===== config.mk =====
export PLATFORM = sky130hd
export DESIGN_NAME = h264_parameter_set_substitution_flat
export DESIGN_NICKNAME = d
export VERILOG_FILES = /design/src/hps_pkg.sv /design/src/hps_in_if.sv /design/src/hps_out_if.sv /design/src/hps_cfg_if.sv /design/src/h264_parameter_set_substitution.sv /design/src/flat_wrapper.sv
export SDC_FILE = /design/constraint.sdc
export NUM_CORES = 2
export LEC_CHECK = 0
export BUFFER_PORTS_ARGS = -buffer_cell sky130_fd_sc_hd__buf_2
export CAP_MARGIN = 25
export CELL_PAD_IN_SITES_DETAIL_PLACEMENT = 1
export CELL_PAD_IN_SITES_GLOBAL_PLACEMENT = 2
export CORE_UTILIZATION = 35
export DETAILED_ROUTE_END_ITERATION = 12
export PLACE_DENSITY = 0.7
export SLEW_MARGIN = 20
export SYNTH_ARGS = -nofsm -noshare
export SYNTH_HDL_FRONTEND = slang
export SYNTH_SLANG_ARGS = --single-unit

===== constraint.sdc =====
create_clock -name i_clk -period 5.69 [get_ports i_clk]
set_clock_uncertainty 0.15 [all_clocks]
set_input_delay 0 -clock i_clk [delete_from_list [all_inputs] [get_ports i_clk]]
set_output_delay 0 -clock i_clk [all_outputs]
set_load 0.01 [all_outputs]

===== src/hps_pkg.sv =====
// shared constants and codes for the h264 parameter set substitution block
package hps_pkg;

    localparam int SPS_BYTES = 128;
    localparam int PPS_BYTES = 64;
    localparam int OUT_LANES = 8;

    localparam int OP_W    = 2;
    localparam int BYTE_W  = 8;
    localparam int IDX_W   = 7;
    localparam int WORD_W  = 64;
    localparam int CNT_W   = 4;
    localparam int LEN_W   = 8;
    localparam int PLEN_W  = 7;
    localparam int CFG_IDX_W  = 2;
    localparam int CFG_DATA_W = 8;

    localparam int LANE_W   = $clog2(OUT_LANES);
    localparam int SPS_ROWS = (SPS_BYTES + OUT_LANES - 1) / OUT_LANES;
    localparam int PPS_ROWS = (PPS_BYTES + OUT_LANES - 1) / OUT_LANES;
    localparam int TBL_ROWS = SPS_ROWS + PPS_ROWS;
    localparam int ROW_W    = $clog2(TBL_ROWS);

    localparam logic [ROW_W-1:0] SPS_BASE = '0;
    localparam logic [ROW_W-1:0] PPS_BASE = ROW_W'(SPS_ROWS);

    localparam logic [OP_W-1:0] OP_STREAM   = 2'd0;
    localparam logic [OP_W-1:0] OP_LOAD_SPS = 2'd1;
    localparam logic [OP_W-1:0] OP_LOAD_PPS = 2'd2;

    localparam logic [CFG_IDX_W-1:0] REG_SPS_LENGTH = 2'd0;
    localparam logic [CFG_IDX_W-1:0] REG_PPS_LENGTH = 2'd1;

    localparam logic [BYTE_W-1:0] NAL_TYPE_MASK = 8'h1F;
    localparam logic [BYTE_W-1:0] NAL_SPS       = 8'd7;
    localparam logic [BYTE_W-1:0] NAL_PPS       = 8'd8;
    localparam logic [BYTE_W-1:0] START_LAST    = 8'd1;
    localparam int MIN_SPS_LEN = 4;

endpackage


===== src/hps_in_if.sv =====
// input channel: stream bytes and table load words
interface hps_in_if;
    import hps_pkg::*;
    logic              valid;
    logic              ready;
    logic [OP_W-1:0]   op;
    logic [BYTE_W-1:0] byte_value;
    logic [IDX_W-1:0]  table_index;
    logic              end_of_buffer;

    modport source(output valid, op, byte_value, table_index, end_of_buffer, input ready);
    modport sink(input valid, op, byte_value, table_index, end_of_buffer, output ready);
endinterface


===== src/hps_out_if.sv =====
// output channel: packed result bytes
interface hps_out_if;
    import hps_pkg::*;
    logic              valid;
    logic              ready;
    logic [WORD_W-1:0] out_bytes;
    logic [CNT_W-1:0]  byte_count;
    logic              buffer_done;
    logic              last;

    modport source(output valid, out_bytes, byte_count, buffer_done, last, input ready);
    modport sink(input valid, out_bytes, byte_count, buffer_done, last, output ready);
endinterface


===== src/hps_cfg_if.sv =====
// configuration write channel
interface hps_cfg_if;
    import hps_pkg::*;
    logic                  valid;
    logic                  ready;
    logic [CFG_IDX_W-1:0]  index;
    logic [CFG_DATA_W-1:0] data;

    modport source(output valid, index, data, input ready);
    modport sink(input valid, index, data, output ready);
endinterface


===== src/h264_parameter_set_substitution.sv =====
// H.264 Annex B parameter set substitution with row-organised table memory
//
// i_in carries one word per item: a stream byte (op 0) or a byte loaded into
// the SPS (op 1) or PPS (op 2) table. o_out carries up to eight bytes per
// word, first byte in the low lane, with last and buffer_done flags. i_cfg
// writes sps_length (index 0) and pps_length (index 1); it is always ready.
// Stream bytes have their word, if any, registered into o_out at the
// accepting edge, so a new byte is taken every cycle while the receiver
// keeps up and no table burst runs. A header byte of an SPS or PPS that
// is replaced starts a table burst: the tables sit in one memory of
// eight-byte rows read through a read-data register, one row is read
// per output word, and the block takes no input until the last row has
// been handed to o_out. Each row passes from the read-data register into
// the output register, one word a cycle while o_out is free.
// A stall on o_out holds the output word and drops i_in.ready until the
// word goes. Reset clears the parse state, both lengths and the output
// valid flag; table contents are undefined until loaded and need no clearing.
module h264_parameter_set_substitution (
    input  logic          i_clk,
    input  logic          i_rst_n,
    hps_in_if.sink        i_in,
    hps_cfg_if.sink       i_cfg,
    hps_out_if.source     o_out
);
    import hps_pkg::*;

    typedef enum logic [1:0] {
        MODE_OUTSIDE,
        MODE_HEADER,
        MODE_COPY,
        MODE_DROP
    } t_mode;

    // table memory
    logic [WORD_W-1:0] r_tbl_mem [TBL_ROWS];
    logic [WORD_W-1:0] r_rd_data;

    // control state
    t_mode             r_mode;
    logic [1:0]        r_zeros;
    logic              r_busy;
    logic              r_rd_valid;
    logic [ROW_W-1:0]  r_row;
    logic [LEN_W-1:0]  r_bytes_left;
    logic              r_tbl_eob;
    logic [LEN_W-1:0]  r_sps_len;
    logic [PLEN_W-1:0] r_pps_len;

    // output register
    logic              r_out_valid;
    logic [WORD_W-1:0] r_out_bytes;
    logic [CNT_W-1:0]  r_out_count;
    logic              r_out_done;
    logic              r_out_last;

    logic              in_fire;
    logic              out_free;
    logic              stream_fire;
    logic [BYTE_W-1:0] b;
    logic              eob;
    logic [LEN_W:0]    sl_eff;
    logic [LEN_W:0]    pl_eff;
    logic              hdr;
    logic              take_sps;
    logic              take_tbl;
    t_mode             eff_mode;
    logic              start_code;
    logic [CNT_W-1:0]  emit_cnt;
    logic [WORD_W-1:0] stream_word;
    t_mode             n_mode;
    logic [1:0]        n_zeros;
    logic [LEN_W-1:0]  tbl_len;
    logic              tbl_step;
    logic              tbl_last;
    logic [CNT_W-1:0]  row_cnt;
    logic [WORD_W-1:0] row_word;
    logic              rd_en;
    logic [ROW_W-1:0]  n_row;
    logic              wr_en;
    logic [ROW_W-1:0]  wr_row;
    logic [LANE_W-1:0] wr_lane;

    assign in_fire     = i_in.valid && i_in.ready;
    assign out_free    = !r_out_valid || o_out.ready;
    assign i_in.ready  = !r_busy && out_free;
    assign i_cfg.ready = 1'b1;
    assign stream_fire = in_fire && (i_in.op == OP_STREAM);

    assign o_out.valid       = r_out_valid;
    assign o_out.out_bytes   = r_out_bytes;
    assign o_out.byte_count  = r_out_count;
    assign o_out.buffer_done = r_out_done;
    assign o_out.last        = r_out_last;

    // held bytes are always a run of zeros, so a count stands for them
    always_comb begin
        b   = i_in.byte_value;
        eob = i_in.end_of_buffer;

        sl_eff = ((LEN_W+1)'(r_sps_len) > (LEN_W+1)'(SPS_BYTES)) ?
                 (LEN_W+1)'(SPS_BYTES) : (LEN_W+1)'(r_sps_len);
        pl_eff = ((LEN_W+1)'(r_pps_len) > (LEN_W+1)'(PPS_BYTES)) ?
                 (LEN_W+1)'(PPS_BYTES) : (LEN_W+1)'(r_pps_len);

        hdr      = (r_mode == MODE_HEADER);
        take_sps = hdr && (sl_eff >= (LEN_W+1)'(MIN_SPS_LEN))
                   && ((b & NAL_TYPE_MASK) == NAL_SPS);
        take_tbl = take_sps || (hdr && (sl_eff >= (LEN_W+1)'(MIN_SPS_LEN))
                   && ((b & NAL_TYPE_MASK) == NAL_PPS) && (pl_eff != '0));
        eff_mode = hdr ? (take_tbl ? MODE_DROP : MODE_COPY) : r_mode;
        tbl_len  = take_sps ? sl_eff[LEN_W-1:0] : pl_eff[LEN_W-1:0];

        start_code = (b == START_LAST) && (r_zeros >= 2'd2);

        if ((b == '0) && !eob) begin
            emit_cnt = (r_zeros == 2'd3) ? CNT_W'(1) : '0;
        end else begin
            emit_cnt = CNT_W'(r_zeros) + CNT_W'(1);
        end
        if ((eff_mode == MODE_DROP) && !start_code) begin
            emit_cnt = '0;
        end
        stream_word = WORD_W'(b) << {r_zeros, 3'b000};

        if (eob) begin
            n_zeros = '0;
        end else if (b == '0) begin
            n_zeros = (r_zeros == 2'd3) ? r_zeros : r_zeros + 2'd1;
        end else begin
            n_zeros = '0;
        end

        if (eob) begin
            n_mode = MODE_OUTSIDE;
        end else if (start_code) begin
            n_mode = MODE_HEADER;
        end else begin
            n_mode = eff_mode;
        end
    end

    // table burst: one row a cycle while the output register is free
    always_comb begin
        tbl_step = r_busy && r_rd_valid && out_free;
        tbl_last = (r_bytes_left <= LEN_W'(OUT_LANES));
        row_cnt  = tbl_last ? CNT_W'(r_bytes_left) : CNT_W'(OUT_LANES);
        for (int j = 0; j < OUT_LANES; j++) begin
            row_word[8*j +: 8] = (CNT_W'(j) < row_cnt) ? r_rd_data[8*j +: 8] : 8'h00;
        end
        rd_en = (stream_fire && take_tbl) || (tbl_step && !tbl_last);
        n_row = (stream_fire && take_tbl) ? (take_sps ? SPS_BASE : PPS_BASE)
                                          : r_row + ROW_W'(1);
    end

    // loads never meet a burst read of the same cycle, so no forwarding needed
    always_comb begin
        wr_lane = i_in.table_index[LANE_W-1:0];
        if (i_in.op == OP_LOAD_SPS) begin
            wr_row = SPS_BASE + ROW_W'(i_in.table_index >> LANE_W);
            wr_en  = in_fire && ((IDX_W+1)'(i_in.table_index) < (IDX_W+1)'(SPS_BYTES));
        end else begin
            wr_row = PPS_BASE + ROW_W'(i_in.table_index >> LANE_W);
            wr_en  = in_fire && (i_in.op == OP_LOAD_PPS)
                     && ((IDX_W+1)'(i_in.table_index) < (IDX_W+1)'(PPS_BYTES));
        end
    end

    always_ff @(posedge i_clk) begin
        if (wr_en) begin
            r_tbl_mem[wr_row][8*wr_lane +: 8] <= b;
        end
        if (rd_en) begin
            r_rd_data <= r_tbl_mem[n_row];
        end
    end

    always_ff @(posedge i_clk) begin
        if (!i_rst_n) begin
            r_mode      <= MODE_OUTSIDE;
            r_zeros     <= '0;
            r_busy      <= 1'b0;
            r_rd_valid  <= 1'b0;
            r_out_valid <= 1'b0;
            r_sps_len   <= '0;
            r_pps_len   <= '0;
        end else begin
            if (i_cfg.valid) begin
                case (i_cfg.index)
                    REG_SPS_LENGTH: r_sps_len <= i_cfg.data;
                    REG_PPS_LENGTH: r_pps_len <= i_cfg.data[PLEN_W-1:0];
                    default: ;
                endcase
            end

            if (r_out_valid && o_out.ready) begin
                r_out_valid <= 1'b0;
            end

            if (rd_en) begin
                r_row <= n_row;
            end

            if (stream_fire) begin
                r_mode  <= n_mode;
                r_zeros <= n_zeros;
                if (emit_cnt != '0) begin
                    r_out_valid <= 1'b1;
                    r_out_bytes <= stream_word;
                    r_out_count <= emit_cnt;
                    r_out_done  <= eob;
                    r_out_last  <= 1'b1;
                end
                if (take_tbl) begin
                    r_busy       <= 1'b1;
                    r_rd_valid   <= 1'b1;
                    r_bytes_left <= tbl_len;
                    r_tbl_eob    <= eob;
                end
            end

            if (tbl_step) begin
                r_out_valid  <= 1'b1;
                r_out_bytes  <= row_word;
                r_out_count  <= row_cnt;
                r_out_done   <= r_tbl_eob && tbl_last;
                r_out_last   <= tbl_last;
                r_bytes_left <= r_bytes_left - LEN_W'(OUT_LANES);
                if (tbl_last) begin
                    r_busy     <= 1'b0;
                    r_rd_valid <= 1'b0;
                end
            end
        end
    end

    a_count_range: assert property (@(posedge i_clk) disable iff (!i_rst_n)
        r_out_valid |-> (r_out_count != '0) && (r_out_count <= CNT_W'(OUT_LANES)))
        else $error("output word with bad byte count");

    a_read_in_burst: assert property (@(posedge i_clk) disable iff (!i_rst_n)
        r_rd_valid |-> r_busy)
        else $error("table read data pending outside a burst");

    a_burst_left: assert property (@(posedge i_clk) disable iff (!i_rst_n)
        r_busy |-> (r_bytes_left != '0))
        else $error("table burst with nothing left to send");

    a_header_clean: assert property (@(posedge i_clk) disable iff (!i_rst_n)
        (r_mode == MODE_HEADER) |-> (r_zeros == '0))
        else $error("zeros held while awaiting a header byte");

endmodule


===== src/flat_wrapper.sv =====
// flat-port wrapper written by rule: the top's interface ports become plain ports
module h264_parameter_set_substitution_flat import hps_pkg::*;
  (i_clk, i_rst_n, i_in_valid, i_in_op, i_in_byte_value, i_in_table_index, i_in_end_of_buffer, i_in_ready, i_cfg_valid, i_cfg_index, i_cfg_data, i_cfg_ready, o_out_valid, o_out_out_bytes, o_out_byte_count, o_out_buffer_done, o_out_last, o_out_ready);
  hps_in_if i_in_i ();
  hps_cfg_if i_cfg_i ();
  hps_out_if o_out_i ();
  input  logic i_clk;
  input  logic i_rst_n;
  input wire logic [$bits(i_in_i.valid)-1:0] i_in_valid;
  input wire logic [$bits(i_in_i.op)-1:0] i_in_op;
  input wire logic [$bits(i_in_i.byte_value)-1:0] i_in_byte_value;
  input wire logic [$bits(i_in_i.table_index)-1:0] i_in_table_index;
  input wire logic [$bits(i_in_i.end_of_buffer)-1:0] i_in_end_of_buffer;
  output wire logic [$bits(i_in_i.ready)-1:0] i_in_ready;
  input wire logic [$bits(i_cfg_i.valid)-1:0] i_cfg_valid;
  input wire logic [$bits(i_cfg_i.index)-1:0] i_cfg_index;
  input wire logic [$bits(i_cfg_i.data)-1:0] i_cfg_data;
  output wire logic [$bits(i_cfg_i.ready)-1:0] i_cfg_ready;
  output wire logic [$bits(o_out_i.valid)-1:0] o_out_valid;
  output wire logic [$bits(o_out_i.out_bytes)-1:0] o_out_out_bytes;
  output wire logic [$bits(o_out_i.byte_count)-1:0] o_out_byte_count;
  output wire logic [$bits(o_out_i.buffer_done)-1:0] o_out_buffer_done;
  output wire logic [$bits(o_out_i.last)-1:0] o_out_last;
  input wire logic [$bits(o_out_i.ready)-1:0] o_out_ready;
  assign i_in_i.valid = i_in_valid;
  assign i_in_i.op = i_in_op;
  assign i_in_i.byte_value = i_in_byte_value;
  assign i_in_i.table_index = i_in_table_index;
  assign i_in_i.end_of_buffer = i_in_end_of_buffer;
  assign i_in_ready = i_in_i.ready;
  assign i_cfg_i.valid = i_cfg_valid;
  assign i_cfg_i.index = i_cfg_index;
  assign i_cfg_i.data = i_cfg_data;
  assign i_cfg_ready = i_cfg_i.ready;
  assign o_out_valid = o_out_i.valid;
  assign o_out_out_bytes = o_out_i.out_bytes;
  assign o_out_byte_count = o_out_i.byte_count;
  assign o_out_buffer_done = o_out_i.buffer_done;
  assign o_out_last = o_out_i.last;
  assign o_out_i.ready = o_out_ready;
  h264_parameter_set_substitution u_core (.i_clk(i_clk), .i_rst_n(i_rst_n), .i_in(i_in_i), .i_cfg(i_cfg_i), .o_out(o_out_i));
endmodule

# Yosys cells after proc, flatten, opt, wreduce, memory -nomap -nowiden
# Memories as Yosys holds them, arrays and structs flattened. A register that Yosys moved wholly into a read port is not among the register bits.
# Index checks and enable logic that the tools add are counted.
[totals]
regBits = 106
mem_bits_rw = 1536
inputBits = 33
output_inout_bits = 73
elab_cells = 144
n_memories = 1
[classes]
add_sub_neg = 6
magnitude_cmp = 14
eq_ne = 10
shifts = 3
n_mux = 55
reduce_logical = 41
[memory_table]
columns = ["name", "words", "word_bits", "rd", "rd_ports_with_merged_regs", "write_ports", "line_no", "text"]
rows = [
  ["u_core.r_tbl_mem", 24, 64, 1, 1, 1, "h264_parameter_set_substitution.sv:35", "logic [WORD_W-1:0] r_tbl_mem [TBL_ROWS];"],
]
[ops]
columns = ["op", "n"]
rows = [
  ["two-way mux 64 bit", 4],
  ["two-way mux 8 bit", 13],
  ["variable shift 8 x 34 -> 64 bit, first input constant", 1],
  ["variable part select 8 x 34 -> 64 bit", 1],
  ["<< shifter 8 x 5 -> 64 bit", 1],
  ["negator 6 -> 34 bit", 1],
  ["two-way mux 1 bit", 22],
  ["two-way mux 4 bit", 5],
  ["logical AND 1 bit", 18],
  ["< comparator 3 x 4 -> 1 bit, first input constant", 4],
  ["two-way mux 5 bit", 3],
  ["two-way mux 2 bit", 6],
  ["greater-or-equal comparator 9 x 3 -> 1 bit, second input constant", 1],
  ["AND reduction 3 bit", 3],
  ["nonzero test 9 bit", 1],
  ["equality test 8 x 1 -> 1 bit, second input constant", 1],
  ["> comparator 8 bit, second input constant", 1],
  ["<= comparator 8 x 4 -> 1 bit, second input constant", 1],
  ["zero test 8 bit", 1],
  ["< comparator 1 x 4 -> 1 bit, first input constant", 2],
  ["< comparator 2 x 4 -> 1 bit, first input constant", 2],
  ["AND reduction 2 bit", 4],
  ["subtractor 8 x 4 -> 8 bit, second input constant", 1],
  ["> comparator 7 bit, second input constant", 1],
  ["18 further kinds", 31],
]

# Depth between registers and ports, before layout
[logic_depth]
ltp_word = 16
depth_mapped = 11

# Worst setup path after synthesis
# Ideal clock, no wire load.
[synth_path]
kind = "flip-flop to flip-flop"
from = "register u_core.r_pps_len[3]"
to = "register u_core.r_row[0] (enable)"
arrival_time_ns = 3.672
slack_ns = 1.597
path_stages_with_launch = 9
synth_period_minus_slack_ns = 4.093
path_cell_list = "dfxtp_1 > or4_1 > o41ai_2 > a21oi_1 > nand2_1 > buf_2 > buf_1 > nand2_1 > and2_1"
[synth_via]
elab_chain_len = 8
[synth_lines]
columns = ["element", "line_no", "text"]
rows = [
  ["start: declaration", "h264_parameter_set_substitution.sv:47", "logic [PLEN_W-1:0] r_pps_len;"],
  ["start signal: assignment", "h264_parameter_set_substitution.sv:190", "REG_PPS_LENGTH: r_pps_len <= i_cfg.data[PLEN_W-1:0];"],
  ["> comparator 7 bit", "h264_parameter_set_substitution.sv:102", "pl_eff = ((LEN_W+1)'(r_pps_len) > (LEN_W+1)'(PPS_BYTES)) ?"],
  ["two-way mux 7 bit *", "h264_parameter_set_substitution.sv:102", ""],
  ["nonzero test 9 bit *", "h264_parameter_set_substitution.sv:109", "&& ((b & NAL_TYPE_MASK) == NAL_PPS) && (pl_eff != '0));"],
  ["logical AND 1 bit *", "h264_parameter_set_substitution.sv:109", ""],
  ["logical OR 1 bit *", "h264_parameter_set_substitution.sv:108", "take_tbl = take_sps || (hdr && (sl_eff >= (LEN_W+1)'(MIN_SPS_LEN))"],
  ["logical AND 1 bit *", "h264_parameter_set_substitution.sv:150", "rd_en = (stream_fire && take_tbl) || (tbl_step && !tbl_last);"],
  ["logical OR 1 bit *", "h264_parameter_set_substitution.sv:150", ""],
  ["AND reduction 2 bit (no line) *", "n/a", ""],
  ["end signal: assignment", "h264_parameter_set_substitution.sv:200", "r_row <= n_row;"],
  ["end: declaration", "h264_parameter_set_substitution.sv:43", "logic [ROW_W-1:0] r_row;"],
]
# Mark *: on every way between the ends. The rest lies on a longest branch, timed or not.
# A chain may end at the register's enable or synchronous reset.

# Final worst setup path
[layout_path]
from = "register u_core.r_pps_len[3]"
to = "register u_core.r_rd_data[16], read port of u_core.r_tbl_mem, data pin"
[layout_via]
elab_chain_len = 7
word_cells_on_any_way = 8
classes_between = "1 x order compare; 2 x mux; 5 x reduce/logical"
[layout_lines]
columns = ["element", "line_no", "text"]
rows = [
  ["> comparator 7 bit", "h264_parameter_set_substitution.sv:102", ""],
  ["two-way mux 7 bit *", "h264_parameter_set_substitution.sv:102", ""],
  ["nonzero test 9 bit *", "h264_parameter_set_substitution.sv:109", ""],
  ["logical AND 1 bit *", "h264_parameter_set_substitution.sv:109", ""],
  ["logical OR 1 bit *", "h264_parameter_set_substitution.sv:108", ""],
  ["logical AND 1 bit *", "h264_parameter_set_substitution.sv:150, h264_parameter_set_substitution.sv:151", ""],
  ["two-way mux 5 bit or logical OR 1 bit (tied branches)", "h264_parameter_set_substitution.sv:151, h264_parameter_set_substitution.sv:150", ""],
  ["end: declaration", "h264_parameter_set_substitution.sv:36", "logic [WORD_W-1:0] r_rd_data;"],
]
# Marks and branches as above.

==> results.yml <==
routing:
  ant_nets: 0
  vias_per_cell: 5.79
  drc: 0
  firstDrtPassIters: 8
  drt_iter0_drc: 4679
  finalWirelength_mm: 233
  num_vias: 42300
  wl_per_cell_um: 31.9
yosys:
  synth_top_area_share: 0.737
  ys_types: 71
  synthArstFlopShare: 0
  synth_edf_count: 1684
  synth_fp_nets: 4417
  synthTopCellsByCount: "edfxtp_1 (1684), nand2_1 (286), clkbuf_1 (247), nor2_1 (245), o211ai_1 (199)"
  yosys.area.top_type: "edfxtp_1"
  ys_warn_count: 0
  ys_ff_latch: 1706
  synth.area.top_cells: "edfxtp_1 (74%), mux2_2 (2.4%), o211ai_1 (2.2%)"
  seq_area_frac_synth: 0.744
  synth.avg_cell_area_um2: 15.7
  synth_area_mm2: 0.0686
  yosysMostFrequentCell: "edfxtp_1"
  synthFlopType: "edfxtp_1"
  syn-instance-count: 4378
sta:
  rsz0062_at_grt: "false"
  max_slew.worst_pin.slew_ns: 1.15
  tns_ns: 0
  fin_crit_ns: 4.42
  fin_ws_ns: 1.27
  finalHoldViolCount: 0
  max_freq_mhz: 226
  final.period_utilization: 0.777
  slew_headroom: 0.230
  setup_viol: 0
  slew_viol_final: 0
critical_path:
  critPathMaxStageDelay_ns: 0.67
  cp_cell_sequence: "or4_1 > o41ai_2 > a21o_4 > buf_4 > nor2_4 > buf_4 > o21ai_0 > o211ai_1 > a311o_1"
  path_class: "flip-flop to flip-flop"
  arrival_ns: 4.84
  end_kind: "flip-flop"
  startpoint: "u_core.r_pps_len[3]"
  start_kind: "flip-flop"
  cp_max_fo: 53
  critical-path-slowest-cell: "buf_4"
  worst_ep_required_time_ns: 6.11
  crit_path_frequent_cell: "buf_4"
  r2r_start: "u_core.r_pps_len[3]"
clock_tree:
  cts_resized: 0
  cts-root-buf: "clkbuf_16"
  clock-sinks: 1706
  cts_tree: "yes"
  clockBufferDepth: 3
  clk_pin_slew_ns: 0.06
  cts_buffers: 184
  post_cts_buffers: 0
  cts_max_level: 4
  clock_latency_ns: 0.83
pwr:
  switching_share: 0.212
  p_switching_mw: 5.45
  powerDensity_mw_per_mm2: 326
  pwr-share-clk: 0.451
  p_int_mw: 20.3
  ir_worst_vdd_mv: 0.330
  p_seq_frac: 0.533
  p_leak_nw: 27.6
  pwr-share-comb: 0.016
hold_path:
  hp-class: "input port to flip-flop"
  min_from: "i_in_end_of_buffer"
finish:
  drive_gt1_frac: 0.164
  final_util: 0.405
  nFillCells: 19300
  final_net_count: 4572
  syn2layout_area_growth_pct: 15.2
floorplanning:
  core-area_mm2: 0.195
  rows: 162
  die_w_um: 445
  ios: 106
  die_h_um: 445
  initial_utilization: 0.352
  die_area_mm2: 0.198
place:
  dp_hpwl_mm: 142
  place_worst_setup_slack_ns: 1.37
  gp_congestion: 0.838
  io_buffers: 104
global_route:
  grt.overflow.total: 0
  grt_pass1_vias: 43300
  grtUsageTotal: 0.233
  grt_max_degree: 145
  antenna_found_initial: 21
  grt_pass1_wl_mm: 330
run:
  maxCapViolations: 0
run_status:
  status: "completed"
==> layout by cell type, fill, tap and decap left out, types with 54 or more instances in the layout <==
cell type / netlist / final
and2_1: 87 / 86
clkbuf_16: 0 / 186
mux2_2: 145 / 145
o211ai_1: 199 / 199
inv_1: 96 / 94
edfxtp_1: 1684 / 1684
nand2_1: 286 / 271
dlygate4sd3_1: 0 / 55
o21ai_0: 98 / 98
a21oi_1: 182 / 180
nor2_1: 245 / 231
nand4_1: 82 / 82
o22ai_1: 95 / 95
a22oi_1: 54 / 54
mux2i_1: 117 / 117
mux4_2: 64 / 64
buf_2: 46 / 104
o221ai_1: 95 / 95
buf_4: 8 / 109
==> cell type report <==
| type | instances | area, um^2 | share of cell area |
|---|---|---|---|
| multi-input cells | 2248 | 16200 | 0.206 |
| clock inverters | 104 | 905 | 0.0115 |
| inverters | 98 | 377 | 0.00477 |
| flip-flops and latches | 1706 | 51000 | 0.646 |
| repair buffers | 295 | 2340 | 0.0296 |
| diodes | 5 | 12.5 | 0.000158 |
| well taps | 2624 | 3280 | 0.0416 |
| clock buffers | 228 | 4810 | 0.0609 |
==> final timing paths <==
path                               to  slack (ns)  cells past startpoint
max              u_core.r_rd_data[16]        1.27                      9
min          u_core.o_out.buffer_done        0.06                      4
max reg2reg      u_core.r_rd_data[16]        1.27                      9
min reg2reg         u_core.r_rd_valid        0.34                      2
==> metal layers <==
| metal | track usage | up-vias | wire [um] |
|---|---|---|---|
| met1 | 0.312 | 22500 | 96800 |
| met4 | 0.0914 | 2 | 8980 |
| li1 | - | 17800 | - |
| met3 | 0.0369 | 398 | 15400 |
| met2 | 0.381 | 1683 | 112000 |
| met5 | 0 | - | 17 |
==> sequential cells by signal, indices dropped and copies added (netlist names) <==
signal,flops
u_core.o_out.buffer_done,1
u_core.r_rd_valid,1
u_core.o_out.out_bytes,64
u_core.r_tbl_mem,1536
u_core.o_out.byte_count,4
u_core.r_mode,2
u_core.r_tbl_eob,1
u_core.o_out.valid,1
u_core.r_pps_len,7
u_core.r_zeros,2
u_core.r_bytes_left,8
u_core.r_rd_data,64
u_core.r_sps_len,8
u_core.r_busy,1
u_core.r_row,5
u_core.o_out.last,1
==> through the flow <==
stage	area [um^2]	power [mW]	hold WS [ns]	std cells
2_1_floorplan	68600	14.1	-0.0511	4378
3_3_place_gp	72400	14.4	0.118	6898
3_5_place_dp	72600	14.4	0.126	6909
4_1_cts	78900	25.9	0.00659	7296
5_1_grt	79000	26.4	0.0515	7303
6_report	79000	25.8	0.0610	7308
==> worst max-delay path: cells and delay by family (launching register included) <==
kind                   cells  cell delay (ns)
buffers and inverters      2             1.04
AOI/OAI and AO/OA          5             1.74
and+or+nand+nor            2             0.77
DFF                        1             0.32
==> power by group through the flow <==
stage	combinational [mW]	clock [mW]	sequential, mW
floorplan	0.141	0	14.0
global placement	0.362	0	14.0
detailed placement	0.375	0	14.0
CTS	0.404	11.8	13.7
global route	0.428	12.2	13.7
finish	0.411	11.6	13.7
==> timing repair <==
| action | 4_1_cts | 5_1_grt |
|---|---|---|
| setup endpoints to repair | 0 | 0 |
| endpoints found under the hold margin | 828 | 0 |
| hold buffers | 55 | 0 |
==> kinds of logic after synthesis <==
family / synth area share
buf+inv: 0.0246
other cells: 0.0000547
xor+xnor: 0.00102
mux: 0.0621
fa+ha+maj: 0.00109
flops: 0.744
compound gates: 0.108
simple gates: 0.0596
(Power assumes the default switching activity.)
